==> src/rtl/lcdnib_pkg.sv <==
// Shared types and constants for the character LCD nibble interface.
// Holds the request/strobe payload structs, command codes and the init table.
// No dependencies.
package lcdnib_pkg;

	typedef struct packed {
		logic [2:0] command;
		logic [7:0] byte_value;
		logic [5:0] column;
		logic [2:0] row;
	} req_t;

	typedef struct packed {
		logic        register_select;
		logic [3:0]  nibble;
		logic [12:0] wait_before_us;
		logic [10:0] wait_after_us;
		logic        last;
	} strobe_t;

	typedef struct packed {
		logic [3:0]  nibble;
		logic [12:0] wait_us;
	} init_entry_t;

	localparam logic [2:0] CMD_INIT   = 3'd0;
	localparam logic [2:0] CMD_WRITE  = 3'd1;
	localparam logic [2:0] CMD_GOTO   = 3'd2;
	localparam logic [2:0] CMD_CLEAR  = 3'd3;
	localparam logic [2:0] CMD_GLYPH  = 3'd4;
	localparam logic [2:0] CMD_SET_RS = 3'd5;

	localparam logic [7:0] BYTE_SET_DDRAM = 8'h80;
	localparam logic [7:0] BYTE_CLEAR     = 8'h01;
	localparam logic [7:0] BYTE_SET_CGRAM = 8'h40;

	localparam logic [7:0] ROW1_BASE = 8'h40;
	localparam logic [7:0] ROW2_BASE = 8'h14;
	localparam logic [7:0] ROW3_BASE = 8'h54;

	localparam logic [12:0] WAIT_BYTE_US  = 13'd40;
	localparam logic [10:0] HOLD_INIT_US  = 11'd40;
	localparam logic [10:0] HOLD_CLEAR_US = 11'd2000;

	localparam logic [3:0] INIT_LAST_STEP = 4'd9;
	localparam logic [3:0] BYTE_LAST_STEP = 4'd1;

	// Power-up nibble run: wake-up nibbles, then 0x28, 0x0C, 0x10.
	function automatic init_entry_t init_step(input logic [3:0] step);
		init_entry_t e;
		unique case (step)
			4'd0:    e = '{nibble: 4'h3, wait_us: 13'd0};
			4'd1:    e = '{nibble: 4'h3, wait_us: 13'd5000};
			4'd2:    e = '{nibble: 4'h3, wait_us: 13'd5000};
			4'd3:    e = '{nibble: 4'h2, wait_us: 13'd100};
			4'd4:    e = '{nibble: 4'h2, wait_us: 13'd80};
			4'd5:    e = '{nibble: 4'h8, wait_us: 13'd0};
			4'd6:    e = '{nibble: 4'h0, wait_us: 13'd80};
			4'd7:    e = '{nibble: 4'hC, wait_us: 13'd0};
			4'd8:    e = '{nibble: 4'h1, wait_us: 13'd80};
			4'd9:    e = '{nibble: 4'h0, wait_us: 13'd0};
			default: e = '{nibble: 4'h0, wait_us: 13'd0};
		endcase
		return e;
	endfunction

endpackage

==> src/rtl/char_lcd_nibble_interface_core.sv <==
// Character LCD 4-bit interface: turns requests into runs of enable strobes.
// A step sequencer walks one strobe per cycle, unless rsp stalls, into an output register.
// Depends on lcdnib_pkg.
// The request transfer enters the run state, and the first strobe is registered from there.
// Throughput: one strobe per cycle while rsp is not stalled; the step counter walks init
// and byte runs to their last step, and strobe-less commands emit no strobes at all.
// Reset: idle, output empty, register select at instruction (0).
module char_lcd_nibble_interface_core (
	input  logic               clk,
	input  logic               arst_n,
	input  logic               req_valid,
	output logic               req_stall,
	input  lcdnib_pkg::req_t   req,
	output logic               rsp_valid,
	input  logic               rsp_stall,
	output lcdnib_pkg::strobe_t rsp
);

	typedef enum logic [1:0] {
		ST_IDLE = 2'b01,
		ST_RUN  = 2'b10
	} state_t;

	state_t              state_q;
	logic                select_level_q;
	logic                is_init_q;
	logic                rs_q;
	logic [7:0]          byte_q;
	logic [10:0]         hold_q;
	logic [3:0]          step_q;
	logic [3:0]          last_step_q;
	logic                rsp_valid_q;
	lcdnib_pkg::strobe_t rsp_q;

	logic                accept;
	logic                advance;
	logic                at_last;
	logic [7:0]          row_base;
	logic [7:0]          goto_byte;
	logic                emits;
	logic [7:0]          load_byte;
	logic [10:0]         load_hold;
	lcdnib_pkg::init_entry_t init_e;
	lcdnib_pkg::strobe_t next_strobe;

	assign req_stall = (state_q != ST_IDLE);
	assign accept    = req_valid && !req_stall;
	assign advance   = (state_q == ST_RUN) && (!rsp_valid_q || !rsp_stall);
	assign at_last   = (step_q == last_step_q);

	always_comb begin
		unique case (req.row[1:0])
			2'd1:    row_base = lcdnib_pkg::ROW1_BASE;
			2'd2:    row_base = lcdnib_pkg::ROW2_BASE;
			2'd3:    row_base = lcdnib_pkg::ROW3_BASE;
			default: row_base = 8'h00;
		endcase
	end

	assign goto_byte = lcdnib_pkg::BYTE_SET_DDRAM + row_base + {2'b00, req.column};

	always_comb begin
		emits     = 1'b0;
		load_byte = req.byte_value;
		load_hold = 11'd0;
		case (req.command)
			lcdnib_pkg::CMD_INIT: begin
				emits     = 1'b1;
				load_hold = lcdnib_pkg::HOLD_INIT_US;
			end
			lcdnib_pkg::CMD_WRITE: begin
				emits = 1'b1;
			end
			lcdnib_pkg::CMD_GOTO: begin
				emits     = !req.row[2];
				load_byte = goto_byte;
			end
			lcdnib_pkg::CMD_CLEAR: begin
				emits     = 1'b1;
				load_byte = lcdnib_pkg::BYTE_CLEAR;
				load_hold = lcdnib_pkg::HOLD_CLEAR_US;
			end
			lcdnib_pkg::CMD_GLYPH: begin
				emits     = 1'b1;
				load_byte = lcdnib_pkg::BYTE_SET_CGRAM;
			end
			default: begin
				emits = 1'b0;
			end
		endcase
	end

	assign init_e = lcdnib_pkg::init_step(step_q);

	always_comb begin
		next_strobe.register_select = rs_q;
		if (is_init_q) begin
			next_strobe.nibble         = init_e.nibble;
			next_strobe.wait_before_us = init_e.wait_us;
		end else if (step_q[0] == 1'b0) begin
			next_strobe.nibble         = byte_q[7:4];
			next_strobe.wait_before_us = lcdnib_pkg::WAIT_BYTE_US;
		end else begin
			next_strobe.nibble         = byte_q[3:0];
			next_strobe.wait_before_us = 13'd0;
		end
		next_strobe.wait_after_us = at_last ? hold_q : 11'd0;
		next_strobe.last          = at_last;
	end

	always_ff @(posedge clk or negedge arst_n) begin
		if (!arst_n) begin
			state_q        <= ST_IDLE;
			select_level_q <= 1'b0;
			step_q         <= 4'd0;
			rsp_valid_q    <= 1'b0;
		end else begin
			if (accept) begin
				step_q <= 4'd0;
				if (emits) begin
					state_q <= ST_RUN;
				end
				case (req.command) inside
					lcdnib_pkg::CMD_INIT, lcdnib_pkg::CMD_GOTO,
					lcdnib_pkg::CMD_CLEAR, lcdnib_pkg::CMD_GLYPH: begin
						select_level_q <= 1'b1;
					end
					lcdnib_pkg::CMD_SET_RS: begin
						select_level_q <= req.byte_value[0];
					end
					default: begin
						select_level_q <= select_level_q;
					end
				endcase
			end
			if (advance) begin
				rsp_valid_q <= 1'b1;
				step_q      <= step_q + 4'd1;
				if (at_last) begin
					state_q <= ST_IDLE;
				end
			end else if (!rsp_stall) begin
				rsp_valid_q <= 1'b0;
			end
		end
	end

	// Payload registers: load on transfer or strobe advance, no reset needed.
	always_ff @(posedge clk) begin
		if (accept) begin
			is_init_q   <= (req.command == lcdnib_pkg::CMD_INIT);
			rs_q        <= (req.command == lcdnib_pkg::CMD_WRITE) ? select_level_q : 1'b0;
			byte_q      <= load_byte;
			hold_q      <= load_hold;
			last_step_q <= (req.command == lcdnib_pkg::CMD_INIT) ?
				lcdnib_pkg::INIT_LAST_STEP : lcdnib_pkg::BYTE_LAST_STEP;
		end
		if (advance) begin
			rsp_q <= next_strobe;
		end
	end

	assign rsp_valid = rsp_valid_q;
	assign rsp       = rsp_q;

endmodule

==> config.mk <==
export PLATFORM = sky130hd
export DESIGN_NAME = char_lcd_nibble_interface_core
export DESIGN_NICKNAME = d
export VERILOG_FILES = /design/src/rtl/lcdnib_pkg.sv /design/src/rtl/char_lcd_nibble_interface_core.sv
export SDC_FILE = /design/constraint.sdc
export NUM_CORES = 1
export LEC_CHECK = 0
export BUFFER_PORTS_ARGS = -buffer_cell sky130_fd_sc_hd__buf_2
export CAP_MARGIN = 20
export CELL_PAD_IN_SITES_DETAIL_PLACEMENT = 1
export CELL_PAD_IN_SITES_GLOBAL_PLACEMENT = 2
export CORE_ASPECT_RATIO = 1.1
export CORE_MARGIN = 2
export CORE_UTILIZATION = 34
export DETAILED_ROUTE_END_ITERATION = 10
export HOLD_SLACK_MARGIN = 0.15
export PLACE_DENSITY = 0.81
export SETUP_SLACK_MARGIN = 0.15
export SLEW_MARGIN = 10
export SYNTH_ARGS = -nofsm -noshare
export SYNTH_HDL_FRONTEND = slang
export SYNTH_SLANG_ARGS = --single-unit
==> constraint.sdc <==
create_clock -name clk -period 2.41 [get_ports clk]
set_input_delay 0.482 -clock clk [delete_from_list [all_inputs] [get_ports clk]]
set_output_delay 0.482 -clock clk [all_outputs]
set_load 0.1 [all_outputs]
## Yosys cells after proc, flatten, opt, wreduce, memory -nomap -nowiden

Memories as Yosys holds them, arrays and structs flattened.
Index checks and enable logic that the tools add are counted.

- Add/sub/neg operators: 3
- Equality and inequality tests: 12
- Muxes and demuxes: 17
- Reduce and logical (&&, ||, !) cells: 13

Operators by type and width:

| cell | count |
|---|---|
| 17-bit 2-to-1 mux | 2 |
| 8-bit case mux with 3 select lines | 1 |
| 11-bit case mux with 2 select lines | 1 |
| 7-bit case mux with 3 select lines | 1 |
| 4-bit 2-to-1 mux | 3 |
| 8-bit by 6-bit adder with 8-bit output | 1 |
| 8-bit adder, first input constant | 1 |
| 2-bit 2-to-1 mux | 4 |
| 4-bit OR reduction | 2 |
| 2-bit equality test, second input constant | 3 |
| 3-bit by 2-bit equality test with 1-bit output, second input constant | 2 |
| 3-bit equality test, second input constant | 2 |
| 4-bit by 1-bit adder with 4-bit output, second input constant | 1 |
| 4-bit equality test | 1 |
| 1-bit logical NOT | 4 |
| 1-bit 2-to-1 mux | 4 |
| 2-bit by 1-bit inequality test with 1-bit output, second input constant | 2 |
| 2-bit nonzero test | 2 |
| 3-bit by 1-bit equality test with 1-bit output, second input constant | 1 |
| 3-bit logical NOT | 1 |
| 2-bit by 1-bit equality test with 1-bit output, second input constant | 1 |
| 1-bit logical AND | 2 |
| 1-bit case mux with 2 select lines | 1 |
| 2-bit AND reduction | 1 |
| 1-bit logical OR | 1 |

- Bits in registers: 63
- Bits in read-only memories: 208
- Input bits: 24
- Output and inout bits: 32
- Word-level logic and storage cells: 60
- Memories kept: 1

Memories:

| memory | depth | width | read ports | clocked after Yosys merged registers in | write ports | RTL line | source |
|---|---|---|---|---|---|---|---|
| (name not given) | 16 | 13 | 1 | 0 | 0 | lcdnib_pkg.sv:51 | `unique case (step)` |

## Depth between registers and ports, before layout

Gate-level depths: netlist of the first run.

- Word-level depth: 7
- Depth in mapped cells: 6
- Depth with buffers taken out: 6

## Worst setup path after synthesis of the first run

Ideal clock, no wire load.

- Path type: register -> output
- Start: register rsp_q (netlist bit rsp[10])
- End: output rsp[10] (netlist bit)
- Data arrival time: 1414 ps
- Data required time: 1928 ps
- Setup slack: 514 ps
- Stages on the path, launching flop included: 2
- Buffers on the path: 1
- Cells stage by stage: edfxtp_1 -> buf_4

RTL lines:

| what | RTL line | source |
|---|---|---|
| from (decl) | char_lcd_nibble_interface_core.sv:33 | `lcdnib_pkg::strobe_t rsp_q;` |
| from (signal assigned) | char_lcd_nibble_interface_core.sv:159 | `rsp_q <= next_strobe;` |
| to (decl) | char_lcd_nibble_interface_core.sv:16 | `output lcdnib_pkg::strobe_t rsp` |

No word-level cell between the ends.

==> results of run 1 <==
-- worst max path at each step --
stage | from | end | slack (ns) | cells after the start
global route | step_q[0]$_DFFE_PN0P_ | rsp[15]$_DFFE_PP_ | 0.55 | 4
global placement | req[1] | byte_q[6]$_DFFE_PP_ | 0.50 | 7
floorplan | rsp[10]$_SDFFCE_PN0P_ | rsp[10] | 0.51 | 1
CTS | step_q[0]$_DFFE_PN0P_ | rsp[15]$_DFFE_PP_ | 0.66 | 4
detailed placement | req[1] | byte_q[6]$_DFFE_PP_ | 0.46 | 7
finish | step_q[0]$_DFFE_PN0P_ | rsp[15]$_DFFE_PP_ | 0.67 | 4
-- logic make-up (layout without fill, tap and decap cells) --
group | after synthesis | after routing | synth area share [%]
and+or+nand+nor | 42 | 42 | 11.46
AOI/OAI and AO/OA | 36 | 36 | 13.76
DFF | 34 | 34 | 53.22
buffers and inverters | 33 | 69 | 11.39
adders and majority gates | 8 | 8 | 5.288
xor gates and xnor gates | 6 | 6 | 2.847
muxes | 3 | 3 | 1.830
other | 1 | 7 | 0.2032
-- metal layers --
| layer | vias to the layer above | wire (um) | part of all wire, % | track usage (%) |
|---|---|---|---|---|
| li1 | 634 | - | - | - |
| met1 | 593 | 1538 | 44 | 15.07 |
| met2 | 39 | 1728 | 50 | 21.96 |
| met3 | 2 | 169 | 4.9 | 3.846 |
| met4 | 0 | 34 | 0.98 | 5.357 |
| met5 | - | 0 | 0 | 0 |
-- final cells by class --
class                   count  area, sq um  area share [%]
clock buffers               6        72.57           3.404
clock inverters             2        8.758          0.4108
inverters                  11        41.29           1.937
multi-input cells         102        675.6           31.69
flip-flops and latches     34        982.2           46.07
well taps                  75        93.84           4.401
repair buffers             50        257.7           12.09
-- layout by cell type, fill, tap and decap left out, types with 3 or more instances in the layout --
cell type / instances
clkbuf_8: 5
dfrtp_1: 7
and2_1: 3
nor2_1: 9
nand2_1: 12
buf_2: 48
ha_1: 7
and3_1: 3
conb_1: 7
xnor2_1: 5
edfxtp_1: 26
a21oi_1: 10
o21ai_0: 7
nor2b_1: 3
inv_1: 11
a22o_1: 8
-- flip-flops by register name (all words and copies together) (netlist names) --
name / cells
byte_q: 8
rsp_valid: 1
state_q: 2
rs_q: 1
rsp: 14
select_level_q: 1
hold_q: 2
last_step_q: 1
step_q: 4
-- through the flow --
| stage | std cells | hold WS (ns) | util, % | cell area (sq um) |
|---|---|---|---|---|
| after detailed placement | 271 | 0.3459 | 38.32 | 2041 |
| after global routing | 280 | 0.4374 | 40.04 | 2132 |
| final | 280 | 0.4339 | 40.04 | 2132 |
| after global placement | 271 | 0.3432 | 38.32 | 2041 |
| after CTS | 280 | 0.4338 | 40.04 | 2132 |
| after floorplan | 169 | 0.1864 | - | 1868 |
-- worst max-delay path: stages (launching register included) --
cell     delay (ns)
dfrtp_1        0.61
inv_1          0.15
ha_1           0.34
and3_1         0.19
or2_1          0.21
==> impl_metrics.tcl, run 1 <==
set metrics [dict create \
    clock_path_buffers 2 \
    crit_type "register to register" \
    ys.flop_type "edfxtp_1" \
    crit_required_ns 2.43 \
    cts_buffers 5 \
    netlist_top_cells_count "26 x edfxtp_1, 16 x buf_4, 12 x nand2_1, 11 x inv_1, 10 x a21oi_1" \
    start_kind "register" \
    yosysUniqueCellTypes 42 \
    route.detailed.drc 0 \
    syn-cell-area_sq_um 1846 \
    end_kind "register" \
    synth-seq-cells 34 \
    reg2reg_to "rsp[15]$_DFFE_PP_" \
    hold_viol 0 \
    rows 28 \
    grt_max_degree 22 \
    post-route-period-util_pct 72.24 \
    core_area_sq_um 5325 \
    drt_wl_total_um 3471 \
    worstHoldStart "rs_q$_SDFFCE_PP0P_" \
    worst_slew_margin_rel_pct 57.18 \
    synth.yosys.seq_area_share_pct 53.22 \
    cts_resized 0 \
    nFillCells 637 \
    maxSlewViolCount 0 \
    fmax_mhz 574.4 \
    antennaDiodeCount 0 \
    reg2reg_depth 4 \
    dp_slack_ns 0.4644 \
    hold_class "register to register" \
    synth_edf_count 26 \
    antenna_found_initial 0 \
    arrival_ns 1.76 \
    finalSetupViolCount 0 \
    cts_root_buf "clkbuf_8" \
    rsz0062_at_grt "false" \
    yosysTopAreaCell "edfxtp_1" \
    start_util_pct 34.66 \
    worstPathMaxFanout 13 \
    setup_ws_ns 0.6691 \
    syn_inst 163 \
    dieArea_sq_um 6034 \
    synth.most_common_cell "edfxtp_1" \
    min_period_ns 1.741 \
    insertion_delay_ns 0.28 \
    clock_sinks 34 \
    via_per_inst 4.529 \
    worst_pin_slew_ns 0.6409 \
    htreeDepth 2 \
    die_height_um 81.27 \
    status "completed" \
    syn_to_final_growth_pct 15.53 \
    pin_count 56 \
    vias 1268 \
    setup_tns_ns 0 \
    syn_avg_cell_area_sq_um 11.32 \
    postCtsSetupRepairBufs 0 \
    dp_hpwl_um 2702 \
    routedWlPerCell_um 12.40 \
    grt_pass1_wl_um 5871 \
    yosys_warnings 0 \
    whs_endpoint "rsp[29]$_DFFE_PP_" \
    maxCapViolCount 0 \
    drt-initial-drc-count 40 \
    nets 235 \
    hold_depth 0 \
    skew_ns 0.007309 \
    drtAntennaViolNets 0 \
    clkTransAtPathRegs_ns 0.07 \
    cts_tree "built" \
    first_pass_iters 3 \
    synth_top_area_share_pct 42.31 \
    synthArstFlopShare_pct 23.53 \
    die_x_um 74.25 \
    reg2reg_slack_ns 0.67 \
    grt_usage_pct 12.91 \
    hold_buffers 1 \
    rr_startpoint "step_q[0]$_DFFE_PN0P_" \
    overflow 0 \
    grt_pass1_vias 1310 \
    place.port_buffers 48 \
    drive_gt1_share_pct 30.24 \
    ys_top_cells_by_area "edfxtp_1 42%, dfrtp_1 9.5%, buf_4 6.5%" \
    routabilityCongestion 0.8013 \
]
Power of run 1 is left out: the tool's default activity adds up to more than one toggle a clock period on the data nets, which glitch-free logic cannot reach.
==> run 2: changes to the inputs <==
--- a/config.mk
+++ b/config.mk
@@ -5,16 +5,17 @@
 export SDC_FILE = /design/constraint.sdc
 export NUM_CORES = 1
 export LEC_CHECK = 0
+export ABC_AREA = 1
 export BUFFER_PORTS_ARGS = -buffer_cell sky130_fd_sc_hd__buf_2
 export CAP_MARGIN = 20
 export CELL_PAD_IN_SITES_DETAIL_PLACEMENT = 1
 export CELL_PAD_IN_SITES_GLOBAL_PLACEMENT = 2
 export CORE_ASPECT_RATIO = 1.1
 export CORE_MARGIN = 2
-export CORE_UTILIZATION = 34
+export CORE_UTILIZATION = 27
 export DETAILED_ROUTE_END_ITERATION = 10
 export HOLD_SLACK_MARGIN = 0.15
-export PLACE_DENSITY = 0.81
+export PLACE_DENSITY = 0.72
 export SETUP_SLACK_MARGIN = 0.15
 export SLEW_MARGIN = 10
 export SYNTH_ARGS = -nofsm -noshare
==> constraint.sdc (replaced) <==
create_clock -name clk -period 1.57 [get_ports clk]
set_input_delay 0.314 -clock clk [delete_from_list [all_inputs] [get_ports clk]]
set_output_delay 0.314 -clock clk [all_outputs]
set_load 0.1 [all_outputs]
==> impl_metrics.tcl, run 2 <==
set metrics [dict create \
    routedWlPerCell_um 11.77 \
    whs_endpoint "rsp_valid$_DFFE_PN0P_" \
    syn_avg_cell_area_sq_um 9.648 \
    synth_top_area_share_pct 43.27 \
    drt_wl_total_um 3766 \
    synth.most_common_cell "nand2_1" \
    yosysUniqueCellTypes 26 \
    synth-seq-cells 34 \
    antenna_found_initial 0 \
    crit_required_ns 1.26 \
    rows 31 \
    hold_class "input port to register" \
    synth.yosys.seq_area_share_pct 54.44 \
    status "completed" \
    cts_root_buf "clkbuf_8" \
    skew_ns 0.002257 \
    setup_tns_ns 0 \
    yosysTopAreaCell "edfxtp_1" \
    syn_inst 187 \
    synthArstFlopShare_pct 23.53 \
    routabilityCongestion 0.7509 \
    antennaDiodeCount 0 \
    cts_tree "built" \
    rsz0062_at_grt "true" \
    core_area_sq_um 6516 \
    finalSetupViolCount 0 \
    min_period_ns 1.398 \
    rr_startpoint "step_q[0]$_DFFE_PN0P_" \
    setup_ws_ns 0.1717 \
    maxCapViolCount 0 \
    drive_gt1_share_pct 31.51 \
    largest_register_ff_count 14 \
    nets 268 \
    grt_pass1_vias 1386 \
    clock_sinks 34 \
    route.detailed.drc 0 \
    worstPathMaxFanout 4 \
    reg2reg_to "rsp[25]$_DFFE_PP_" \
    maxSlewViolCount 0 \
    clkTransAtPathRegs_ns 0.06 \
    dieArea_sq_um 7353 \
    arrival_ns 1.08 \
    clock_path_buffers 2 \
    grt_pass1_wl_um 6617 \
    syn-cell-area_sq_um 1804 \
    place.port_buffers 48 \
    dp_hpwl_um 3024 \
    drtAntennaViolNets 0 \
    yosys_warnings 0 \
    crit_path_cell_trace "nand2_2 > buf_12" \
    reg2reg_depth 5 \
    die_x_um 81.94 \
    netlist_top_cells_count "30 x nand2_1, 26 x edfxtp_1, 24 x inv_1, 22 x nor2_1, 17 x buf_4" \
    vias 1384 \
    insertion_delay_ns 0.28 \
    htreeDepth 2 \
    critPathSlowestCell "dfstp_2" \
    ys.flop_type "edfxtp_1" \
    ys_top_cells_by_area "edfxtp_1 43%, dfrtp_1 9.7%, buf_4 7.1%" \
    reg2reg_slack_ns 0.25 \
    hold_depth 3 \
    first_pass_iters 4 \
    pin_count 56 \
    via_per_inst 4.325 \
    grt_max_degree 20 \
    start_util_pct 27.69 \
    synth_edf_count 26 \
    final_cell_mix "34 x buf_2, 27 x nand2_1, 26 x edfxtp_1" \
    drt-initial-drc-count 61 \
    end_kind "output port" \
    fmax_mhz 715.2 \
    start_kind "register" \
    grt_usage_pct 11.71 \
    dp_slack_ns 0.06485 \
    final_common_cell "buf_2" \
    crit_type "register to output port" \
    max_stage_delay_ns 0.56 \
    worstHoldStart "rsp_stall" \
    syn_to_final_growth_pct 25.17 \
    post-route-period-util_pct 89.06 \
    hold_viol 0 \
    die_height_um 89.74 \
    cts_buffers 5 \
    overflow 0 \
]
-- run 2: cell count changes in the layout (fill, tap and decap cells not counted), sizes merged, moves of 5 or more --
| cell | change |
|---|---|
| nand2 | +22 |
| inv | +14 |
| nor2 | +14 |
| clkbuf | +9 |
| a21oi | -8 |
| nand3 | +8 |
| o21ai | +7 |
| a22o | -6 |
| xnor2 | -5 |
-- run 2: worst max-delay path by stage --
stage	from	to	slack (ns)	cells after the start
2_1_floorplan	rsp[10]$_SDFFCE_PN0P_	rsp[10]	-0.13	1
3_3_place_gp	req[1]	byte_q[6]$_DFFE_PP_	0.11	9
3_5_place_dp	req[1]	byte_q[6]$_DFFE_PP_	0.06	9
4_1_cts	rsp[10]$_SDFFCE_PN0P_	rsp[7]	0.11	1
5_1_grt	rsp[10]$_SDFFCE_PN0P_	rsp[10]	0.11	1
6_report	state_q[0]$_DFF_PN1_	req_stall	0.17	2
-- run 2: per-layer routing --
| layer | vias to the layer above | GRT usage [%] | part of all wire, % |
|---|---|---|---|
| met3 | 5 | 3.112 | 6.4 |
| met1 | 628 | 14.65 | 42 |
| met2 | 45 | 18.09 | 49 |
| met5 | - | 0 | 0 |
| met4 | 0 | 6.250 | 2.6 |
| li1 | 706 | - | - |
-- run 2: cell families (layout without fill, tap and decap cells) --
| group | count (synthesis) | in the layout | synth area share (%) |
|---|---|---|---|
| compound gates | 31 | 31 | 10.82 |
| fa+ha+maj | 7 | 7 | 4.854 |
| buf+inv | 44 | 89 | 12.76 |
| flops | 34 | 34 | 54.44 |
| other cells | 1 | 7 | 0.2078 |
| simple gates | 70 | 70 | 16.92 |
-- run 2: area by class of cell --
class | count | area [sq um]
inverter | 26 | 101.3
tap | 82 | 102.6
fill | 776 | 4258
sequential | 34 | 985.9
multi-input combinational | 115 | 621.8
clock inverter | 1 | 5.005
timing repair buffer | 55 | 355.3
clock buffer | 7 | 86.33
-- run 2: repair_timing --
action	in CTS	in global routing
endpoints found under the setup margin	12	9
hold endpoints to repair	8	0
resized for setup	6	12
setup buffers	0	0
hold buffers	1	0
-- run 2: stage by stage --
step	utilization [%]	instances	hold WS, ns	area (sq um)
2_1_floorplan	-	193	0.01841	1871
3_3_place_gp	32.33	311	0.1805	2107
3_5_place_dp	32.33	311	0.1799	2107
4_1_cts	34.12	320	0.2556	2223
5_1_grt	34.66	320	0.2826	2258
6_report	34.66	320	0.2617	2258
-- run 2: critical path, delay by kind of cell (launching register included) --
family        cells  cell delay (ns)
simple gates      1             0.07
flops             1             0.56
buf+inv           1             0.17
Power of run 2 is left out for the same reason.
==> run 3: changes to the inputs <==
--- a/config.mk
+++ b/config.mk
@@ -11,7 +11,7 @@
 export CELL_PAD_IN_SITES_DETAIL_PLACEMENT = 1
 export CELL_PAD_IN_SITES_GLOBAL_PLACEMENT = 2
 export CORE_ASPECT_RATIO = 1.1
-export CORE_MARGIN = 2
+export CORE_MARGIN = 8
 export CORE_UTILIZATION = 27
 export DETAILED_ROUTE_END_ITERATION = 10
 export HOLD_SLACK_MARGIN = 0.15
==> impl_metrics.tcl, run 3 (same netlist as run 2, synthesis figures left out) <==
set metrics [dict create \
    cp_num_cells 1 \
    hold_class "input port to register" \
    post_dp_cell_area_sq_um 2100 \
    clkTransAtPathRegs_ns 0.07 \
    worstPathMaxFanout 4 \
    critPathSlowestCell "buf_2" \
    grt_usage_pct 9.126 \
    nFillCells 790 \
    dieArea_sq_um 9557 \
    drt-initial-drc-count 30 \
    skew_ns 0.003338 \
    drtAntennaViolNets 0 \
    antenna_found_initial 0 \
    crit_path_cell_trace "buf_2" \
    max_stage_delay_ns 0.44 \
    drt_wl_total_um 4056 \
    postCtsSetupRepairBufs 0 \
    grt_pass1_wl_um 6900 \
    start_kind "register" \
    die_x_um 93.94 \
    pin_count 56 \
    routabilityCongestion 0.7683 \
    grt_max_degree 19 \
    crit_type "register to output port" \
    final_cell_mix "39 x buf_2, 27 x nand2_1, 26 x edfxtp_1" \
    overflow 0 \
    first_pass_iters 4 \
    insertion_delay_ns 0.27 \
    fmax_mhz 716.5 \
    core_area_sq_um 6516 \
    vias 1365 \
    htreeDepth 2 \
    maxSlewViolCount 0 \
    dp_hpwl_um 3380 \
    arrival_ns 1.08 \
    clock_sinks 34 \
    routedWlPerCell_um 12.71 \
    fin_area_sq_um 2232 \
    drive_gt1_share_pct 31.65 \
    hold_depth 3 \
    finalSetupViolCount 0 \
    rows 31 \
    route.detailed.drc 0 \
    hold_viol 0 \
    maxCapViolCount 0 \
    die_height_um 101.7 \
    rsz0062_at_grt "true" \
    antennaDiodeCount 0 \
    reg2reg_depth 5 \
    cts_root_buf "clkbuf_8" \
    crit_family "buffers and inverters" \
    crit_required_ns 1.26 \
    place.port_buffers 48 \
    via_per_inst 4.279 \
    cts_buffers 5 \
    syn_to_final_growth_pct 23.72 \
    nets 267 \
    start_util_pct 27.69 \
    end_kind "output port" \
    min_period_ns 1.396 \
    final_common_cell "buf_2" \
    status "completed" \
    cp_num_buf_inv 1 \
    largest_register_ff_count 14 \
    clock_path_buffers 2 \
    cts_tree "built" \
    grt_pass1_vias 1499 \
    post-route-period-util_pct 88.89 \
]
## run 3: cell count changes in the layout (fill, tap and decap cells not counted), sizes merged
cell,delta
clkbuf,-4
buf,+2
clkinv,+1
## run 3: cell type report
type | instances | area, sq um | area share, %
clock inverter | 2 | 8.758 | 0.3924
clock buffer | 6 | 72.57 | 3.251
timing repair buffer | 54 | 335.3 | 15.02
tap | 82 | 102.6 | 4.596
sequential | 34 | 987.2 | 44.23
inverter | 26 | 101.3 | 4.540
multi-input combinational | 115 | 624.3 | 27.97
## run 3: path summary, 6_finish.rpt
check	slack (ns)	start	to
max	0.17	rsp[21]$_SDFFCE_PN0P_	rsp[24]
min	0.28	rsp_stall	rsp_valid$_DFFE_PN0P_
max reg2reg	0.27	step_q[0]$_DFFE_PN0P_	rsp[25]$_DFFE_PP_
min reg2reg	0.43	rs_q$_SDFFCE_PP0P_	rsp[29]$_DFFE_PP_
max in group asynchronous	0.91	arst_n	state_q[0]$_DFF_PN1_
min in group asynchronous	0.41	arst_n	rsp_valid$_DFFE_PN0P_
## run 3: repair_timing
action | in CTS | in global routing
hold buffers | 1 | 0
gates cloned | 0 | 0
endpoints found under the hold margin | 8 | 0
gates resized for setup | 2 | 15
endpoints found under the setup margin | 8 | 14
## run 3: per-stage QoR
| stage | hold WS, ns | std cells | worst slack [ns] | TNS [ns] | util (%) |
|---|---|---|---|---|---|
| 6_report | 0.2776 | 319 | 0.1744 | 0 | 34.26 |
| 5_1_grt | 0.2763 | 319 | 0.1005 | 0 | 34.26 |
| 4_1_cts | 0.2707 | 319 | 0.1061 | 0 | 33.70 |
| 3_5_place_dp | 0.1812 | 310 | 0.06403 | 0 | 32.22 |
| 3_3_place_gp | 0.1802 | 310 | 0.1082 | 0 | 32.22 |
| 2_1_floorplan | 0.01841 | 193 | -0.1280 | -1.014 | - |
## run 3: layer usage
| metal | routed length (um) | track usage, % |
|---|---|---|
| met1 | 1676 | 9.822 |
| met5 | 0 | 0 |
| met3 | 317 | 3.262 |
| met4 | 80 | 4.396 |
| met2 | 1982 | 15.53 |
## run 3: worst register-to-register path, stage by stage (launching register included)
cell,delay [ns]
dfrtp_2,0.43
ha_2,0.23
inv_1,0.05
ha_1,0.17
nand2_1,0.07
o211ai_1,0.09
Power of run 3 is left out for the same reason.
